$ cat src/design/assert_macros.svh
// Assertion macros for the RTL files of the tick converter; the queue uses them.
`ifndef ASSERT_MACROS_SVH
`define ASSERT_MACROS_SVH

// The condition holds at every clock edge outside reset.
`define ASSERT_ALWAYS(label, clk, rst, cond) \
  label: assert property (@(posedge clk) disable iff (rst) (cond)) \
    else $error("assertion failed");

// The antecedent implies the consequent in the same cycle.
`define ASSERT_IMPLIES(label, clk, rst, ante, cons) \
  label: assert property (@(posedge clk) disable iff (rst) (ante) |-> (cons)) \
    else $error("assertion failed");

// The antecedent implies the consequent in the following cycle.
`define ASSERT_NEXT(label, clk, rst, ante, cons) \
  label: assert property (@(posedge clk) disable iff (rst) (ante) |=> (cons)) \
    else $error("assertion failed");

`endif

$ cat src/design/tt2ns_pkg.sv
// Package with constants and types of the tick to nanosecond converter.
`default_nettype none
package tt2ns_pkg;

  localparam int TIME_WIDTH_DEF = 64;
  localparam int MULT_W = 30;
  localparam int DIV_W = 32;
  localparam int FIFO_DEPTH = 4;

  localparam logic [MULT_W-1:0] NS_PER_SECOND = 30'd1000000000;
  localparam logic [MULT_W-1:0] RESET_MULT = 30'd125;
  localparam logic [DIV_W-1:0] RESET_DIV = 32'd3;
  localparam logic [MULT_W-1:0] ONE_MULT = 30'd1;

  // 1e9 holds the factors two and five nine times each.
  localparam logic [3:0] MAX_POW = 4'd9;

  // Inverse of five modulo 2^32; a product at or below the limit marks a multiple.
  localparam logic [31:0] INV5 = 32'hCCCC_CCCD;
  localparam logic [31:0] INV5_LIMIT = 32'h3333_3333;

  typedef struct packed {
    logic [MULT_W-1:0] mult;
    logic [DIV_W-1:0]  div;
  } ratio_t;

  typedef enum logic [2:0] {
    S_IDLE  = 3'b001,
    S_TWOS  = 3'b010,
    S_FIVES = 3'b100
  } ratio_state_t;

endpackage
`default_nettype wire

$ cat src/design/tt2ns_front.sv
// Front end: accepts tick counts and forms the wrapped product in two stages.
`default_nettype none
module tt2ns_front #(
  parameter int TIME_WIDTH = tt2ns_pkg::TIME_WIDTH_DEF
) (
  input  wire logic                  clk,
  input  wire logic                  rst,
  input  wire logic                  s_tvalid,
  output logic                       s_tready,
  input  wire logic [63:0]           s_tdata,
  input  wire tt2ns_pkg::ratio_t     ratio,
  input  wire logic                  busy,
  input  wire logic                  fifo_full,
  output logic                       push,
  output logic [TIME_WIDTH-1:0]      product
);

  logic [63:0] tick_ext;
  logic        v1;
  logic        v2;
  logic [61:0] part_lo;
  logic [31:0] part_hi;
  logic [63:0] sum;
  logic        en;

  assign tick_ext = 64'(s_tdata[TIME_WIDTH-1:0]);
  assign en       = !v2 || !fifo_full;
  assign s_tready = en && !busy;
  assign push     = v2 && !fifo_full;
  assign sum      = 64'(part_lo) + {part_hi, 32'd0};

  always_ff @(posedge clk) begin
    if (rst) begin
      v1 <= 1'b0;
      v2 <= 1'b0;
    end else if (en) begin
      v1 <= s_tvalid && s_tready;
      v2 <= v1;
    end
  end

  // Two 32 by 30 partial products; only the low 32 bits of the upper one survive.
  always_ff @(posedge clk) begin
    if (en) begin
      part_lo <= 62'(tick_ext[31:0]) * 62'(ratio.mult);
      part_hi <= 32'(tick_ext[63:32]) * 32'(ratio.mult);
      product <= sum[TIME_WIDTH-1:0];
    end
  end

endmodule
`default_nettype wire

$ cat config.mk
export PLATFORM = sky130hd
export DESIGN_NAME = tt2ns_front
export DESIGN_NICKNAME = d
export VERILOG_FILES = /design/src/design/assert_macros.svh /design/src/design/tt2ns_pkg.sv /design/src/design/tt2ns_front.sv
export SDC_FILE = /design/constraint.sdc
export NUM_CORES = 2
export LEC_CHECK = 0
export BUFFER_PORTS_ARGS = -buffer_cell sky130_fd_sc_hd__buf_4
export CAP_MARGIN = 15
export CORE_MARGIN = 1.5
export CORE_UTILIZATION = 66
export CTS_CLUSTER_DIAMETER = 200
export CTS_CLUSTER_SIZE = 14
export DETAILED_ROUTE_END_ITERATION = 10
export GPL_ROUTABILITY_DRIVEN = 0
export HOLD_SLACK_MARGIN = 0.12
export PLACE_DENSITY = 0.84
export SETUP_SLACK_MARGIN = 0.4
export SLEW_MARGIN = 20
export SYNTH_ARGS = -nofsm -noshare
export SYNTH_HDL_FRONTEND = slang
export SYNTH_SLANG_ARGS = --single-unit
$ cat constraint.sdc
create_clock -name clk -period 10.5 [get_ports clk]
set_input_delay 1.05 -clock clk [delete_from_list [all_inputs] [get_ports clk]]
set_output_delay 1.05 -clock clk [all_outputs]
set_load 0.01 [all_outputs]
==> run_results.csv <==
group,metric,value,unit
placed_design,dp_slack,1.02,ns
clock_tree,htreeDepth,4,
synth,synth_seq_cells,160,
setup_path,path_delay_family,"adder cells",
grt,busiest_layer,"met2",
timing,hold_violations,0,
flow_run,maxCapViolCount,0,
timing,finClkSkew,0.0244,ns
grt,grt_use_met3,7.58,%
floorplanning,rows,104,
setup_path,start_kind,"input pin",
min_path,min-delay-start,"part_lo[17]$_DFFE_PN_",
setup_path,critPathMaxStageDelay,0.66,ns
synth,synth_seq_area_share,8.92,%
clock_tree,hold_buffers,0,
timing,period_share,87.9,%
clock_tree,cts_sinks,160,
clock_tree,cts.path.max_buffers,2,
setup_path,worstPathRequired,10.72,ns
timing,period_needed,9.23,ns
timing,fmax,108,MHz
timing,setup_viol,0,
timing,slew_viol_final,0,
layout,fillCellCount,5947,
grt,antenna_found_initial,8,
clock_tree,cts-resized-gates,0,
synth,synth-async-reset-ratio,0,%
synth,synthCells,5732,
layout,drive_above_1_share,4.24,%
clock_tree,post_cts_buffers,0,
min_path,hold_class,"flip-flop to flip-flop",
floorplanning,start_util,66.7,%
setup_path,worstSetupEndpointType,"flip-flop",
route,first_pass_iters,8,
timing,worst_pin_slew,0.916,ns
clock_tree,clk_latency,0.47,ns
floorplanning,ios,197,
clock_tree,clkSlewWorstSetupHoldPaths,0.07,ns
grt,use_met2,57.4,%
setup_path,path_class,"input pin to flip-flop",
floorplanning,die_w,288,um
grt,use_met1,44.6,%
route,ant_nets,0,
setup_path,path_buf_inv,6,
floorplanning,die_area,83000,um2
route,wire_per_inst,20.9,um
route,drc,0,
grt,grt_max_degree,63,
synth,syn-cell-area,53600,um2
placed_design,post-dp-hpwl,106000,um
clock_tree,cts_tree,"done",
synth,synth-edff-count,158,
route,via_per_inst,5.85,
grt,grt_pass1_wl,224000,um
setup_path,slowest_stage,"buf_4",
layout,final_nets,7380,
layout,syn_to_final_growth,3.63,%
synth,postSynthAreaPerCell,9.36,um2
synth,synth_cell_types,86,
route,dr_total_vias,39100,
grt,grt_overflow_total,0,
setup_path,cp_max_fo,58,
route,wirelength,139000,um
route,dr.first_iter.drc_count,3275,
floorplanning,fp.dieH,288,um
floorplanning,core_area,80400,um2
timing,tns,0,ns
setup_path,cp_data_arrival_time,9.44,ns
status,status,"finished, final reports clean",
synth,synth_flop_cell,"edfxtp_1",
grt,track_usage,35.5,%
setup_path,r2r-start,"part_lo[32]$_DFFE_PN_",
synth,yosys_warnings,0,
timing,rsz0062_at_grt,"no",
setup_path,setup.worst_path.start,"ratio[38]",
grt,grt_pass1_vias,42800,
clock_tree,cts-buffers-inserted,17,
timing,fin_ws,1.27,ns
layout,multiInputGateArea,42400,um2
layout,register_area,4780,um2
timing,maxSlewHeadroom,39.0,%
synth,syn-num-nets,7506,
setup_path,crit_top_cell,"fa_1",
placed_design,numPortBuffers,164,
clock_tree,clk_root_buffer_cell,"clkbuf_16",
==> cell usage after synthesis (12+ instances only) <==
master,count,area share [%]
clkbuf_1,306,2.1
fa_1,1246,47
inv_1,1367,9.6
nand3_1,23,0.21
a21oi_1,114,1.1
ha_1,397,9.3
o21ai_0,47,0.44
nor2b_1,16,0.19
nor3_1,23,0.21
a21o_1,40,0.56
o21bai_1,20,0.28
a31oi_1,12,0.14
nor2_1,74,0.52
xnor2_1,129,2.1
xor2_1,34,0.56
o21a_1,17,0.24
edfxtp_1,158,8.8
nand2_1,754,5.3
and2_1,793,9.3
==> flip-flops by register name (all words and copies together), names as in the netlist <==
signal and flops:
product 64, v1 1, part_lo 62, v2 1
part_hi 32
==> layer usage <==
metal | wire length, um | part of all wire [%]
met5 | 58 | 0.042
met4 | 9180 | 6.6
met3 | 15000 | 11
met2 | 66000 | 47
met1 | 49200 | 35
==> placed cells by master (no fill, tap or decap), types with 23 or more instances in the layout <==
cell type / netlist / routed
inv_1: 1367 / 1367
fa_1: 1246 / 1246
and2_1: 793 / 793
nand2_1: 754 / 753
ha_1: 397 / 397
buf_4: 3 / 173
edfxtp_1: 158 / 158
xnor2_1: 129 / 129
a21oi_1: 114 / 114
nor2_1: 74 / 74
o21ai_0: 47 / 47
a21o_1: 40 / 40
xor2_1: 34 / 34
nand3_1: 23 / 23
nor3_1: 23 / 23
==> final timing paths <==
path / end / slack (ns) / depth (start not counted)
setup / recovery: part_lo[60]$_DFFE_PN_ / 1.27 / 25
hold / removal: product[17]$_DFFE_PN_ / 0.41 / 0
setup reg to reg: product[62]$_DFFE_PN_ / 6.46 / 13
hold reg to reg: product[17]$_DFFE_PN_ / 0.41 / 0
==> kinds of logic after synthesis <==
family / after synthesis / synth area share (%)
flops: 160 / 8.92
compound gates: 339 / 4.25
fa+ha+maj: 1643 / 55.8
xor+xnor: 163 / 2.66
buf+inv: 1685 / 11.9
simple gates: 1740 / 16.4
mux: 2 / 0.0373
==> cell type report <==
cell class              count  share of cell area [%]
multi-input cells        3887                    76.4
inverters                1367                    9.23
flip-flops and latches    160                    8.61
well taps                1060                    2.39
repair buffers            173                    2.34
clock buffers              18                   0.772
clock inverters            14                   0.272
diodes                      3                  0.0135
==> per-stage QoR <==
step                utilization, %  cell area [um2]  hold WS, ns  std cells
global placement              68.4            55000        0.403       6647
global route                  69.1            55600        0.419       6681
detailed placement            68.4            55000        0.406       6647
floorplan                        -            53600        0.400       5732
finish                        69.1            55600        0.412       6682
CTS                           69.1            55600        0.411       6679
Power is not shown: default switching activity piles up to over one toggle a cycle in this logic, so the estimate is an artifact.
