===== src/design/assert_macros.svh =====
// Assertion macros for the RTL files of the tick converter; the queue uses them.
`ifndef ASSERT_MACROS_SVH
`define ASSERT_MACROS_SVH

// The condition holds at every clock edge outside reset.
`define ASSERT_ALWAYS(label, clk, rst, cond) \
  label: assert property (@(posedge clk) disable iff (rst) (cond)) \
    else $error("assertion failed");

// The antecedent implies the consequent in the same cycle.
`define ASSERT_IMPLIES(label, clk, rst, ante, cons) \
  label: assert property (@(posedge clk) disable iff (rst) (ante) |-> (cons)) \
    else $error("assertion failed");

// The antecedent implies the consequent in the following cycle.
`define ASSERT_NEXT(label, clk, rst, ante, cons) \
  label: assert property (@(posedge clk) disable iff (rst) (ante) |=> (cons)) \
    else $error("assertion failed");

`endif


===== src/design/tt2ns_pkg.sv =====
// Package with constants and types of the tick to nanosecond converter.
`default_nettype none
package tt2ns_pkg;

  localparam int TIME_WIDTH_DEF = 64;
  localparam int MULT_W = 30;
  localparam int DIV_W = 32;
  localparam int FIFO_DEPTH = 4;

  localparam logic [MULT_W-1:0] NS_PER_SECOND = 30'd1000000000;
  localparam logic [MULT_W-1:0] RESET_MULT = 30'd125;
  localparam logic [DIV_W-1:0] RESET_DIV = 32'd3;
  localparam logic [MULT_W-1:0] ONE_MULT = 30'd1;

  // 1e9 holds the factors two and five nine times each.
  localparam logic [3:0] MAX_POW = 4'd9;

  // Inverse of five modulo 2^32; a product at or below the limit marks a multiple.
  localparam logic [31:0] INV5 = 32'hCCCC_CCCD;
  localparam logic [31:0] INV5_LIMIT = 32'h3333_3333;

  typedef struct packed {
    logic [MULT_W-1:0] mult;
    logic [DIV_W-1:0]  div;
  } ratio_t;

  typedef enum logic [2:0] {
    S_IDLE  = 3'b001,
    S_TWOS  = 3'b010,
    S_FIVES = 3'b100
  } ratio_state_t;

endpackage
`default_nettype wire


===== src/design/tt2ns_fifo.sv =====
// Short queue of products between the front end and the divider.
`default_nettype none
`include "assert_macros.svh"
module tt2ns_fifo #(
  parameter int WIDTH = tt2ns_pkg::TIME_WIDTH_DEF,
  parameter int DEPTH = tt2ns_pkg::FIFO_DEPTH
) (
  input  wire logic             clk,
  input  wire logic             rst,
  input  wire logic             push,
  input  wire logic [WIDTH-1:0] wdata,
  input  wire logic             pop,
  output logic [WIDTH-1:0]      rdata,
  output logic                  full,
  output logic                  nonempty
);

  localparam int PW = (DEPTH > 1) ? $clog2(DEPTH) : 1;
  localparam int CW = $clog2(DEPTH + 1);

  logic [WIDTH-1:0] mem [DEPTH];
  logic [PW-1:0] wr_ptr;
  logic [PW-1:0] rd_ptr;
  logic [CW-1:0] count;

  assign full     = (count == CW'(DEPTH));
  assign nonempty = (count != '0);
  assign rdata    = mem[rd_ptr];

  always_ff @(posedge clk) begin
    if (rst) begin
      wr_ptr <= '0;
      rd_ptr <= '0;
      count  <= '0;
    end else begin
      if (push) wr_ptr <= (wr_ptr == PW'(DEPTH - 1)) ? '0 : wr_ptr + 1'b1;
      if (pop)  rd_ptr <= (rd_ptr == PW'(DEPTH - 1)) ? '0 : rd_ptr + 1'b1;
      if (push && !pop) count <= count + 1'b1;
      else if (pop && !push) count <= count - 1'b1;
    end
  end

  always_ff @(posedge clk) begin
    if (push) mem[wr_ptr] <= wdata;
  end

  `ASSERT_ALWAYS(a_no_overflow, clk, rst, !(push && full))
  `ASSERT_IMPLIES(a_no_underflow, clk, rst, pop, nonempty)
  `ASSERT_NEXT(a_count_up, clk, rst, push && !pop, count == $past(count) + 1'b1)

endmodule
`default_nettype wire


===== config.mk =====
export PLATFORM = sky130hd
export DESIGN_NAME = tt2ns_fifo
export DESIGN_NICKNAME = d
export VERILOG_FILES = /design/src/design/tt2ns_pkg.sv /design/src/design/tt2ns_fifo.sv
export VERILOG_INCLUDE_DIRS = /design/src /design/src/design
export SDC_FILE = /design/constraint.sdc
export NUM_CORES = 1
export LEC_CHECK = 0
export BUFFER_PORTS_ARGS = -buffer_cell sky130_fd_sc_hd__buf_2
export CAP_MARGIN = 20
export CORE_MARGIN = 5
export CORE_UTILIZATION = 55
export CTS_BUF_LIST = sky130_fd_sc_hd__clkbuf_8
export DETAILED_ROUTE_END_ITERATION = 8
export GPL_TIMING_DRIVEN = 0
export HOLD_SLACK_MARGIN = 0.1
export PLACE_DENSITY = 0.81
export SYNTH_ARGS = -nofsm -noshare
export SYNTH_HDL_FRONTEND = slang
export SYNTH_SLANG_ARGS = --single-unit

===== constraint.sdc =====
create_clock -name clk -period 2.75 [get_ports clk]
set_input_delay 0.55 -clock clk [delete_from_list [all_inputs] [get_ports clk]]
set_output_delay 0.55 -clock clk [all_outputs]
set_load 0.03 [all_outputs]

==> reports/qor.yml <==
outcome: "finished clean"
rr_startpoint: "wr_ptr[1]"
ioPinCount: 134
final_layout_size_suffix_gt1_share_pct: 45.2
syn-num-nets: 453
setup_viol: 0
hold_start: "wdata[0]"
yosys_most_used_dff: "edfxtp_1"
crit_fanout: 10
ys_async_sr_fraction_pct: 0
synth_cell_types: 19
p_sw_share_pct: 23.0
pwr-share-seq_pct: 53.9
fin_tns_setup_ps: 0
drcViolationCount: 0
dieArea_mm2: 0.0205
htree_levels: 2
hold_slack_ps: 254
hold_end: "mem[2][0]"
start_util_pct: 56.2
antenna_cells: 0
clkPwrFrac_pct: 34.6
antenna_left: 0
rsz0062_at_grt: "false"
pwr-share-comb_pct: 11.5
slew_headroom_pct: 71.6
criticalPathCategory: "flop to output port"
cts.sinks: 265
vias: 4456
worst_pin_slew_ps: 427
grt_pass1_wl_um: 26600
synth-edff-count: 256
layout.nets: 634
place_ws_ps: 632
clk_latency_ps: 510
power_density_mw_per_mm2: 747
timing.reg2reg.setup_slack_ps: 1030
fin_crit_sh_pct: 91.7
via_per_inst: 5.49
holdPathStages: 1
yosys.area.top_type: "edfxtp_1"
finalWorstSetupSlack_ps: 230
fmaxAchievable_ghz: 0.397
synth_most_common_cell: "edfxtp_1"
r2r-end: "mem[3][11]"
max_cap_violations: 0
ys_ff_latch: 265
grt_pass1_vias: 4927
place_hpwl_um: 10700
peakVddDrop_mv: 0.521
die_y_um: 143
start_kind: "flop"
synth_top_area_share_pct: 78.8
ff2ff_path_depth: 3
yosys_warnings: 0
avgRoutedWirePerCell_um: 21.0
hold_buffers: 0
grt_usage_pct: 17.2
postCtsResizedCells: 0
placementRows: 48
cts_max_path_buffers: 3
worst_ep_required_time_ps: 2200
final_core_util_pct: 66.8
syn_avg_cell_area_um2: 25.8
ys_seq_area_share_pct: 80.7
p_int_mw: 6.67
clock_skew_ps: 9.92
hold_viol: 0
leakage_nw: 4.07
hp-class: "primary input to flop"
core_mm2: 0.0174
antenna_found_initial: 1
drt_iter0_markers: 254
p_sw_mw: 1.99
syn_area_mm2: 0.00975
synth_area_leaders: "edfxtp_1 79%, mux4_2 14%, dfxtp_1 1.8%"
slew_violations: 0
tritoncts: "done"
die_x_um: 143
post_cts_buffers: 0
port_buffers: 133
dr.pass1.iters: 6
grt_max_degree: 43
ctsRootBufferMaster: "clkbuf_8"
totalWireLength_um: 17000
synthCells: 378
grt_overflow: 0
period_minus_slack_ps: 2520
cts_buffers: 42
path_clk_slew_ps: 60
cp_data_arrival_time_ps: 1970
synthTopCellsByCount: "256 x edfxtp_1, 60 x mux4_2, 9 x dfxtp_1"
syn2layout_area_growth_pct: 18.9
place_congestion: 0.709
worstSetupEndpointType: "output port"
## critical path, stage by stage (launching register included)
cell and delay (ps):
dfxtp_1 330, buf_6 220, buf_12 180, mux4_2 530
buf_2 200
## cells by family after synthesis
family | after synthesis | share of synthesized area, %
multiplexers | 68 | 15.3
flip-flops | 265 | 80.7
XOR/XNOR | 2 | 0.180
AND/OR/NAND/NOR | 15 | 0.808
adder cells (fa/ha/maj) | 7 | 0.975
AO/OA/AOI/OAI | 3 | 0.154
buffers and inverters | 18 | 1.86
## cells in the final DEF, fill, tap and decap left out
| cell | synthesis | layout |
|---|---|---|
| ha_1 | 6 | 6 |
| clkbuf_8 | 0 | 48 |
| o21ai_0 | 1 | 1 |
| nor3b_1 | 2 | 2 |
| mux4_2 | 60 | 60 |
| fa_1 | 1 | 1 |
| buf_6 | 1 | 1 |
| a21oi_1 | 2 | 2 |
| edfxtp_1 | 256 | 256 |
| mux4_1 | 4 | 4 |
| buf_2 | 6 | 139 |
| mux2i_1 | 4 | 4 |
| clkbuf_2 | 1 | 1 |
| and2_4 | 0 | 4 |
| buf_12 | 6 | 6 |
| inv_1 | 4 | 24 |
| xor2_1 | 2 | 2 |
| buf_16 | 0 | 4 |
| clkinv_2 | 0 | 1 |
| dfxtp_1 | 9 | 9 |
| bufinv_16 | 0 | 1 |
| or3_1 | 2 | 2 |
| clkinv_1 | 0 | 1 |
| nor2_1 | 7 | 7 |
## layout make-up
| type | count | area [um2] |
|---|---|---|
| inverters | 4 | 15.0 |
| multi-input cells | 95 | 1710 |
| clock inverters | 23 | 114 |
| repair buffers | 137 | 776 |
| plain buffers | 14 | 166 |
| fillers | 1104 | 5760 |
| well taps | 225 | 282 |
| clock buffers | 48 | 661 |
| flip-flops and latches | 265 | 7870 |
## metal layers
metal  wire [um]  vias to the layer above  global-route usage, %
li1            -                     1979                      -
met3        1320                       32                   4.76
met4         350                        2                   5.25
met5           7                        -                      0
met1        6760                     2281                   22.0
met2        8600                      162                   29.1
## sequential cells by signal, summed over array words and instances (netlist names), named ones only
name and cells:
count 3, mem 256, rd_ptr 2, wr_ptr 2
## per-stage QoR
step | total power, mW | instance area (um2) | std cells
5_1_grt | 9.04 | 11600 | 811
4_1_cts | 8.78 | 11600 | 811
3_5_place_dp | 5.77 | 10800 | 740
6_report | 8.66 | 11600 | 811
2_1_floorplan | 5.42 | 9750 | 378
3_3_place_gp | 5.72 | 10700 | 736
## worst max path at each step
stage               start         end  slack [ps]  depth (start not counted)
global route         flop   rdata[30]          90                          4
floorplan            push   mem[0][0]         260                          1
global placement     push  mem[0][46]       -1020                          2
finish               flop   rdata[30]         230                          4
detailed placement   push    count[2]         630                          7
CTS                  flop   rdata[30]         150                          4
## power by group through the flow
stage	clock [mW]	combinational [mW]	sequential [mW]
2_1_floorplan	0	0.675	4.75
3_3_place_gp	0	0.961	4.76
3_5_place_dp	0	1.01	4.76
4_1_cts	3.10	1.01	4.68
5_1_grt	3.29	1.06	4.69
6_report	3.00	0.992	4.67
(Power assumes the default switching activity.)
