**src/design/assert_macros.svh**
```systemverilog
// Assertion macros for the RTL files of the tick converter; the queue uses them.
`ifndef ASSERT_MACROS_SVH
`define ASSERT_MACROS_SVH

// The condition holds at every clock edge outside reset.
`define ASSERT_ALWAYS(label, clk, rst, cond) \
  label: assert property (@(posedge clk) disable iff (rst) (cond)) \
    else $error("assertion failed");

// The antecedent implies the consequent in the same cycle.
`define ASSERT_IMPLIES(label, clk, rst, ante, cons) \
  label: assert property (@(posedge clk) disable iff (rst) (ante) |-> (cons)) \
    else $error("assertion failed");

// The antecedent implies the consequent in the following cycle.
`define ASSERT_NEXT(label, clk, rst, ante, cons) \
  label: assert property (@(posedge clk) disable iff (rst) (ante) |=> (cons)) \
    else $error("assertion failed");

`endif

```
**src/design/tt2ns_pkg.sv**
```systemverilog
// Package with constants and types of the tick to nanosecond converter.
`default_nettype none
package tt2ns_pkg;

  localparam int TIME_WIDTH_DEF = 64;
  localparam int MULT_W = 30;
  localparam int DIV_W = 32;
  localparam int FIFO_DEPTH = 4;

  localparam logic [MULT_W-1:0] NS_PER_SECOND = 30'd1000000000;
  localparam logic [MULT_W-1:0] RESET_MULT = 30'd125;
  localparam logic [DIV_W-1:0] RESET_DIV = 32'd3;
  localparam logic [MULT_W-1:0] ONE_MULT = 30'd1;

  // 1e9 holds the factors two and five nine times each.
  localparam logic [3:0] MAX_POW = 4'd9;

  // Inverse of five modulo 2^32; a product at or below the limit marks a multiple.
  localparam logic [31:0] INV5 = 32'hCCCC_CCCD;
  localparam logic [31:0] INV5_LIMIT = 32'h3333_3333;

  typedef struct packed {
    logic [MULT_W-1:0] mult;
    logic [DIV_W-1:0]  div;
  } ratio_t;

  typedef enum logic [2:0] {
    S_IDLE  = 3'b001,
    S_TWOS  = 3'b010,
    S_FIVES = 3'b100
  } ratio_state_t;

endpackage
`default_nettype wire

```
**src/design/tt2ns_ratio.sv**
```systemverilog
// Sequencer that reduces 1e9 over the counter frequency into multiplier and divisor.
`default_nettype none
module tt2ns_ratio (
  input  wire logic                  clk,
  input  wire logic                  rst,
  input  wire logic                  cfg_valid,
  output logic                       cfg_ready,
  input  wire logic [31:0]           cfg_data,
  output tt2ns_pkg::ratio_t          ratio,
  output logic                       busy
);

  tt2ns_pkg::ratio_state_t state;
  logic [tt2ns_pkg::MULT_W-1:0] mult;
  logic [tt2ns_pkg::DIV_W-1:0]  div;
  logic [3:0] cnt2;
  logic [3:0] cnt5;
  logic [31:0] div_q5;
  logic [tt2ns_pkg::MULT_W-1:0] mult_q5;

  // Exact division by five through the modular inverse.
  assign div_q5  = 32'(div * tt2ns_pkg::INV5);
  assign mult_q5 = tt2ns_pkg::MULT_W'(mult * tt2ns_pkg::INV5[tt2ns_pkg::MULT_W-1:0]);

  assign cfg_ready  = (state == tt2ns_pkg::S_IDLE);
  assign busy       = !cfg_ready;
  assign ratio.mult = mult;
  assign ratio.div  = div;

  always_ff @(posedge clk) begin
    if (rst) begin
      state <= tt2ns_pkg::S_IDLE;
      mult  <= tt2ns_pkg::RESET_MULT;
      div   <= tt2ns_pkg::RESET_DIV;
      cnt2  <= 4'd0;
      cnt5  <= 4'd0;
    end else begin
      case (state)
        tt2ns_pkg::S_IDLE: begin
          if (cfg_valid) begin
            if (cfg_data == 32'd0) begin
              // The gcd with zero is 1e9 itself.
              mult <= tt2ns_pkg::ONE_MULT;
              div  <= 32'd0;
            end else begin
              mult  <= tt2ns_pkg::NS_PER_SECOND;
              div   <= cfg_data;
              cnt2  <= 4'd0;
              state <= tt2ns_pkg::S_TWOS;
            end
          end
        end
        tt2ns_pkg::S_TWOS: begin
          if (cnt2 != tt2ns_pkg::MAX_POW && !div[0]) begin
            div  <= div >> 1;
            mult <= mult >> 1;
            cnt2 <= cnt2 + 4'd1;
          end else begin
            cnt5  <= 4'd0;
            state <= tt2ns_pkg::S_FIVES;
          end
        end
        tt2ns_pkg::S_FIVES: begin
          if (cnt5 != tt2ns_pkg::MAX_POW && div_q5 <= tt2ns_pkg::INV5_LIMIT) begin
            div  <= div_q5;
            mult <= mult_q5;
            cnt5 <= cnt5 + 4'd1;
          end else begin
            state <= tt2ns_pkg::S_IDLE;
          end
        end
        default: state <= tt2ns_pkg::S_IDLE;
      endcase
    end
  end

endmodule
`default_nettype wire

```
**config.mk**
```make
export PLATFORM = sky130hd
export DESIGN_NAME = tt2ns_ratio
export DESIGN_NICKNAME = d
export VERILOG_FILES = /design/src/design/assert_macros.svh /design/src/design/tt2ns_pkg.sv /design/src/design/tt2ns_ratio.sv
export SDC_FILE = /design/constraint.sdc
export NUM_CORES = 1
export LEC_CHECK = 0
export ABC_AREA = 1
export BUFFER_PORTS_ARGS = -buffer_cell sky130_fd_sc_hd__buf_2
export CORE_MARGIN = 5
export CORE_UTILIZATION = 58
export DETAILED_ROUTE_END_ITERATION = 8
export PLACE_DENSITY = 0.85
export SETUP_SLACK_MARGIN = 0.02
export SLEW_MARGIN = 20
export SYNTH_ARGS = -nofsm -noshare
export SYNTH_HDL_FRONTEND = slang
export SYNTH_SLANG_ARGS = --single-unit
export TNS_END_PERCENT = 100
```
**constraint.sdc**
```tcl
create_clock -name clk -period 7.55 [get_ports clk]
set_input_delay 0.3775 -clock clk [delete_from_list [all_inputs] [get_ports clk]]
set_output_delay 0.3775 -clock clk [all_outputs]
set_load 0.02 [all_outputs]
```
==> summary.md <==
| Metric | Value |
|---|---|
| Tmin final | `7.33 ns` |
| Worst-Skew Late Latency | `0.36 ns` |
| Max Clk Rate | `0.136 GHz` |
| Remaining Overflow, GRT | `0` |
| Htree depth | `3` |
| Tot GR Track Use | `32.4%` |
| Number of flops mapped to enable cells by yosys | `0` |
| GR Util met2 | `47.8%` |
| Relative slew slack | `18.6%` |
| Fraction of registers with async set/reset | `0%` |
| Outcome | `completed` |
| Drt pass-1 iters | `5` |
| CP Max Fanout | `7` |
| XOR/XNOR Fraction of Synth Area | `4.09%` |
| DR iter-0 viols | `1775` |
| Vias per cell | `5.55` |
| Vias in the first global route | `17.6k` |
| Vias | `17.5k` |
| Final Skew | `0.0121 ns` |
| Starting density of the core | `58.2%` |
| Mean post-synth cell area | `8.06 um^2` |
| Cell variety after synth | `50` |
| Nets | `3394` |
| Compound-Gate Fraction of Synth Area | `6.74%` |
| Die area | `39300 um^2` |
| Routed WL per cell | `20.4 um` |
| Worst hold path type | `in -> reg` |
| WP data arrival | `7.57 ns` |
| Critical path type | `reg -> reg` |
| TritonCTS Sinks | `73` |
| Hold Vio Cnt, Final | `0` |
| GRT met1 Usage | `48.1%` |
| Initial antenna violation count | `0` |
| Syn Nets | `3258` |
| Slew @ Worst Pin | `1.22 ns` |
| CP Capture Type | `flip-flop` |
| Hold Startpoint | `rst` |
| I/O pin total | `99` |
| Flops & latches, synth | `73` |
| Synth Instances | `2549` |
| Num CTS Buffers | `9` |
| Post-Synth Simple-Gate Area | `14.6%` |
| CP startpoint kind | `flip-flop` |
| PortBufs | `98` |
| Layout cell share with drive strength beyond 1 | `11.8%` |
| Placed wire-length estimate | `54100 um` |
| Final period util | `97.1%` |
| Seq/Total Area, Yosys | `7.11%` |
| First-pass GRT wire length | `98000 um` |
| Critical path launch point | `div[1]` |
| CP max stage delay | `0.59 ns` |
| N_diodes | `0` |
| P&R area growth vs syn | `11.2%` |
| Core Region | `35300 um^2` |
| Warnings, synthesis | `0` |
| MaxCap Viol Count | `0` |
| Chip Width | `198 um` |
| Critical Path Slowest Stage Cell | `fa_1` |
| Clock-pin slew on the worst setup and hold paths | `0.07 ns` |
| Dominant synthesized flop cell | `dfxtp_1` |
| Mux contribution to synthesized area | `0%` |
| Mapped cell area | `20500 um^2` |
| Main combinational cell family by area after synthesis | `adder cells` |
| GRT Max-Usage Layer | `met1` |
| CTS tree | `done` |
| Drt drc | `0` |
| Fin Hold WS | `0.310 ns` |
| CP most frequent cell | `fa_1` |
| Antenna viol nets, final | `0` |
| CP required | `7.79 ns` |
| Clock Path Buffers | `2` |
| Crit Reg-Reg Startpoint | `div[1]` |
| Slew Limit Fails | `0` |
| Final Setup Violations | `0` |
| Number of core rows | `69` |
| GPL Wtd Cong | `1.04` |
| WL final | `64300 um` |
| GR Util met3 | `8.64%` |
| Adder-cell share of the synthesized area | `52.5%` |
| Chip height | `198 um` |
| Root buffer cell | `clkbuf_16` |
| Largest net degree at the start of global routing | `91` |
[cells by family after synthesis]
logic type / Yosys count
and+or+nand+nor: 676
AOI/OAI and AO/OA: 226
DFF: 73
xor gates and xnor gates: 96
buffers and inverters: 804
adders and majority gates: 674
[path summary, 6_finish.rpt]
path | to | slack [ns] | cells past startpoint
max | div[9] | 0.22 | 29
min reg2reg | cnt5[3] | 0.51 | 2
max reg2reg | div[9] | 0.22 | 29
min | cnt5[0] | 0.31 | 2
[final cells by class]
cell class	instances	area, um^2
well taps	461	577
multi-input cells	1676	16500
clock buffers	9	225
fillers	3001	12500
clock inverters	7	75.1
repair buffers	165	1140
flip-flops and latches	73	1490
inverters	760	2850
[cell usage after synthesis, types with 5 or more instances]
| cell type | n | area, um^2 |
|---|---|---|
| or2_2 | 24 | 150 |
| o22ai_1 | 6 | 37.5 |
| clkbuf_1 | 30 | 113 |
| dfxtp_1 | 73 | 1460 |
| nor2_1 | 128 | 480 |
| o211ai_1 | 19 | 143 |
| nor3_1 | 10 | 50.1 |
| ha_1 | 360 | 4500 |
| nor2_2 | 6 | 37.5 |
| nand2_1 | 342 | 1280 |
| xnor2_1 | 47 | 412 |
| o221ai_1 | 12 | 105 |
| a22o_1 | 6 | 52.6 |
| a21oi_2 | 15 | 131 |
| nand3b_1 | 40 | 300 |
| inv_1 | 755 | 2830 |
| nor4_1 | 9 | 56.3 |
| nand4_1 | 22 | 138 |
| xor2_1 | 49 | 429 |
| fa_1 | 314 | 6290 |
| a21o_1 | 5 | 37.5 |
| nand3_1 | 85 | 425 |
| buf_2 | 9 | 45.0 |
| o21ai_0 | 35 | 175 |
| a21oi_1 | 105 | 526 |
[per-stage QoR]
| step | cells | instance area [um^2] | TNS (ns) | util, % | worst slack, ns |
|---|---|---|---|---|---|
| final | 3151 | 22900 | 0 | 64.7 | 0.222 |
| after global routing | 3151 | 22900 | -1.39 | 64.7 | -0.0705 |
| after CTS | 3137 | 22200 | 0 | 62.9 | 0.0336 |
| after detailed placement | 3121 | 21900 | -9.77 | 61.9 | -0.228 |
| after global placement | 3121 | 21900 | -8.85 | 61.9 | -0.193 |
| after floorplan | 2549 | 20500 | 0 | - | 0.655 |
[layer usage]
layer / routed length [um] / share of wire (%)
met2: 27100 / 42
met1: 27300 / 42
met3: 8220 / 13
met4: 1700 / 2.6
met5: 0 / 0
[critical path: cells and delay by family (launching register included)]
family / cells / cell delay [ns]
AO/OA/AOI/OAI: 1 / 0.21
adder cells (fa/ha/maj): 9 / 4.00
buffers and inverters: 7 / 0.79
flip-flops: 1 / 0.40
AND/OR/NAND/NOR: 12 / 1.78
[cell usage in the layout (no fill, tap or decap), drive strengths merged, types with 40 or more instances in the layout]
| master | count |
|---|---|
| nand2 | 352 |
| nor2 | 134 |
| xnor2 | 47 |
| fa | 314 |
| nand3 | 85 |
| a21oi | 120 |
| xor2 | 49 |
| nand3b | 40 |
| buf | 160 |
| dfxtp | 73 |
| ha | 360 |
| inv | 762 |
[repair_timing]
action,in CTS,in global routing
setup endpoints to repair,66,67
hold buffers,0,0
pin swaps,1,26
resized for setup,11,92
buffers inserted,0,3
cloned,0,11
[flip-flops by register name (all words and copies together) (netlist names)]
register	cells
state	3
div	32
cnt2	4
cnt5	4
mult	30
Power is left out: the tool's default activity adds up to more than one toggle a clock period on the data nets, which glitch-free logic cannot reach.
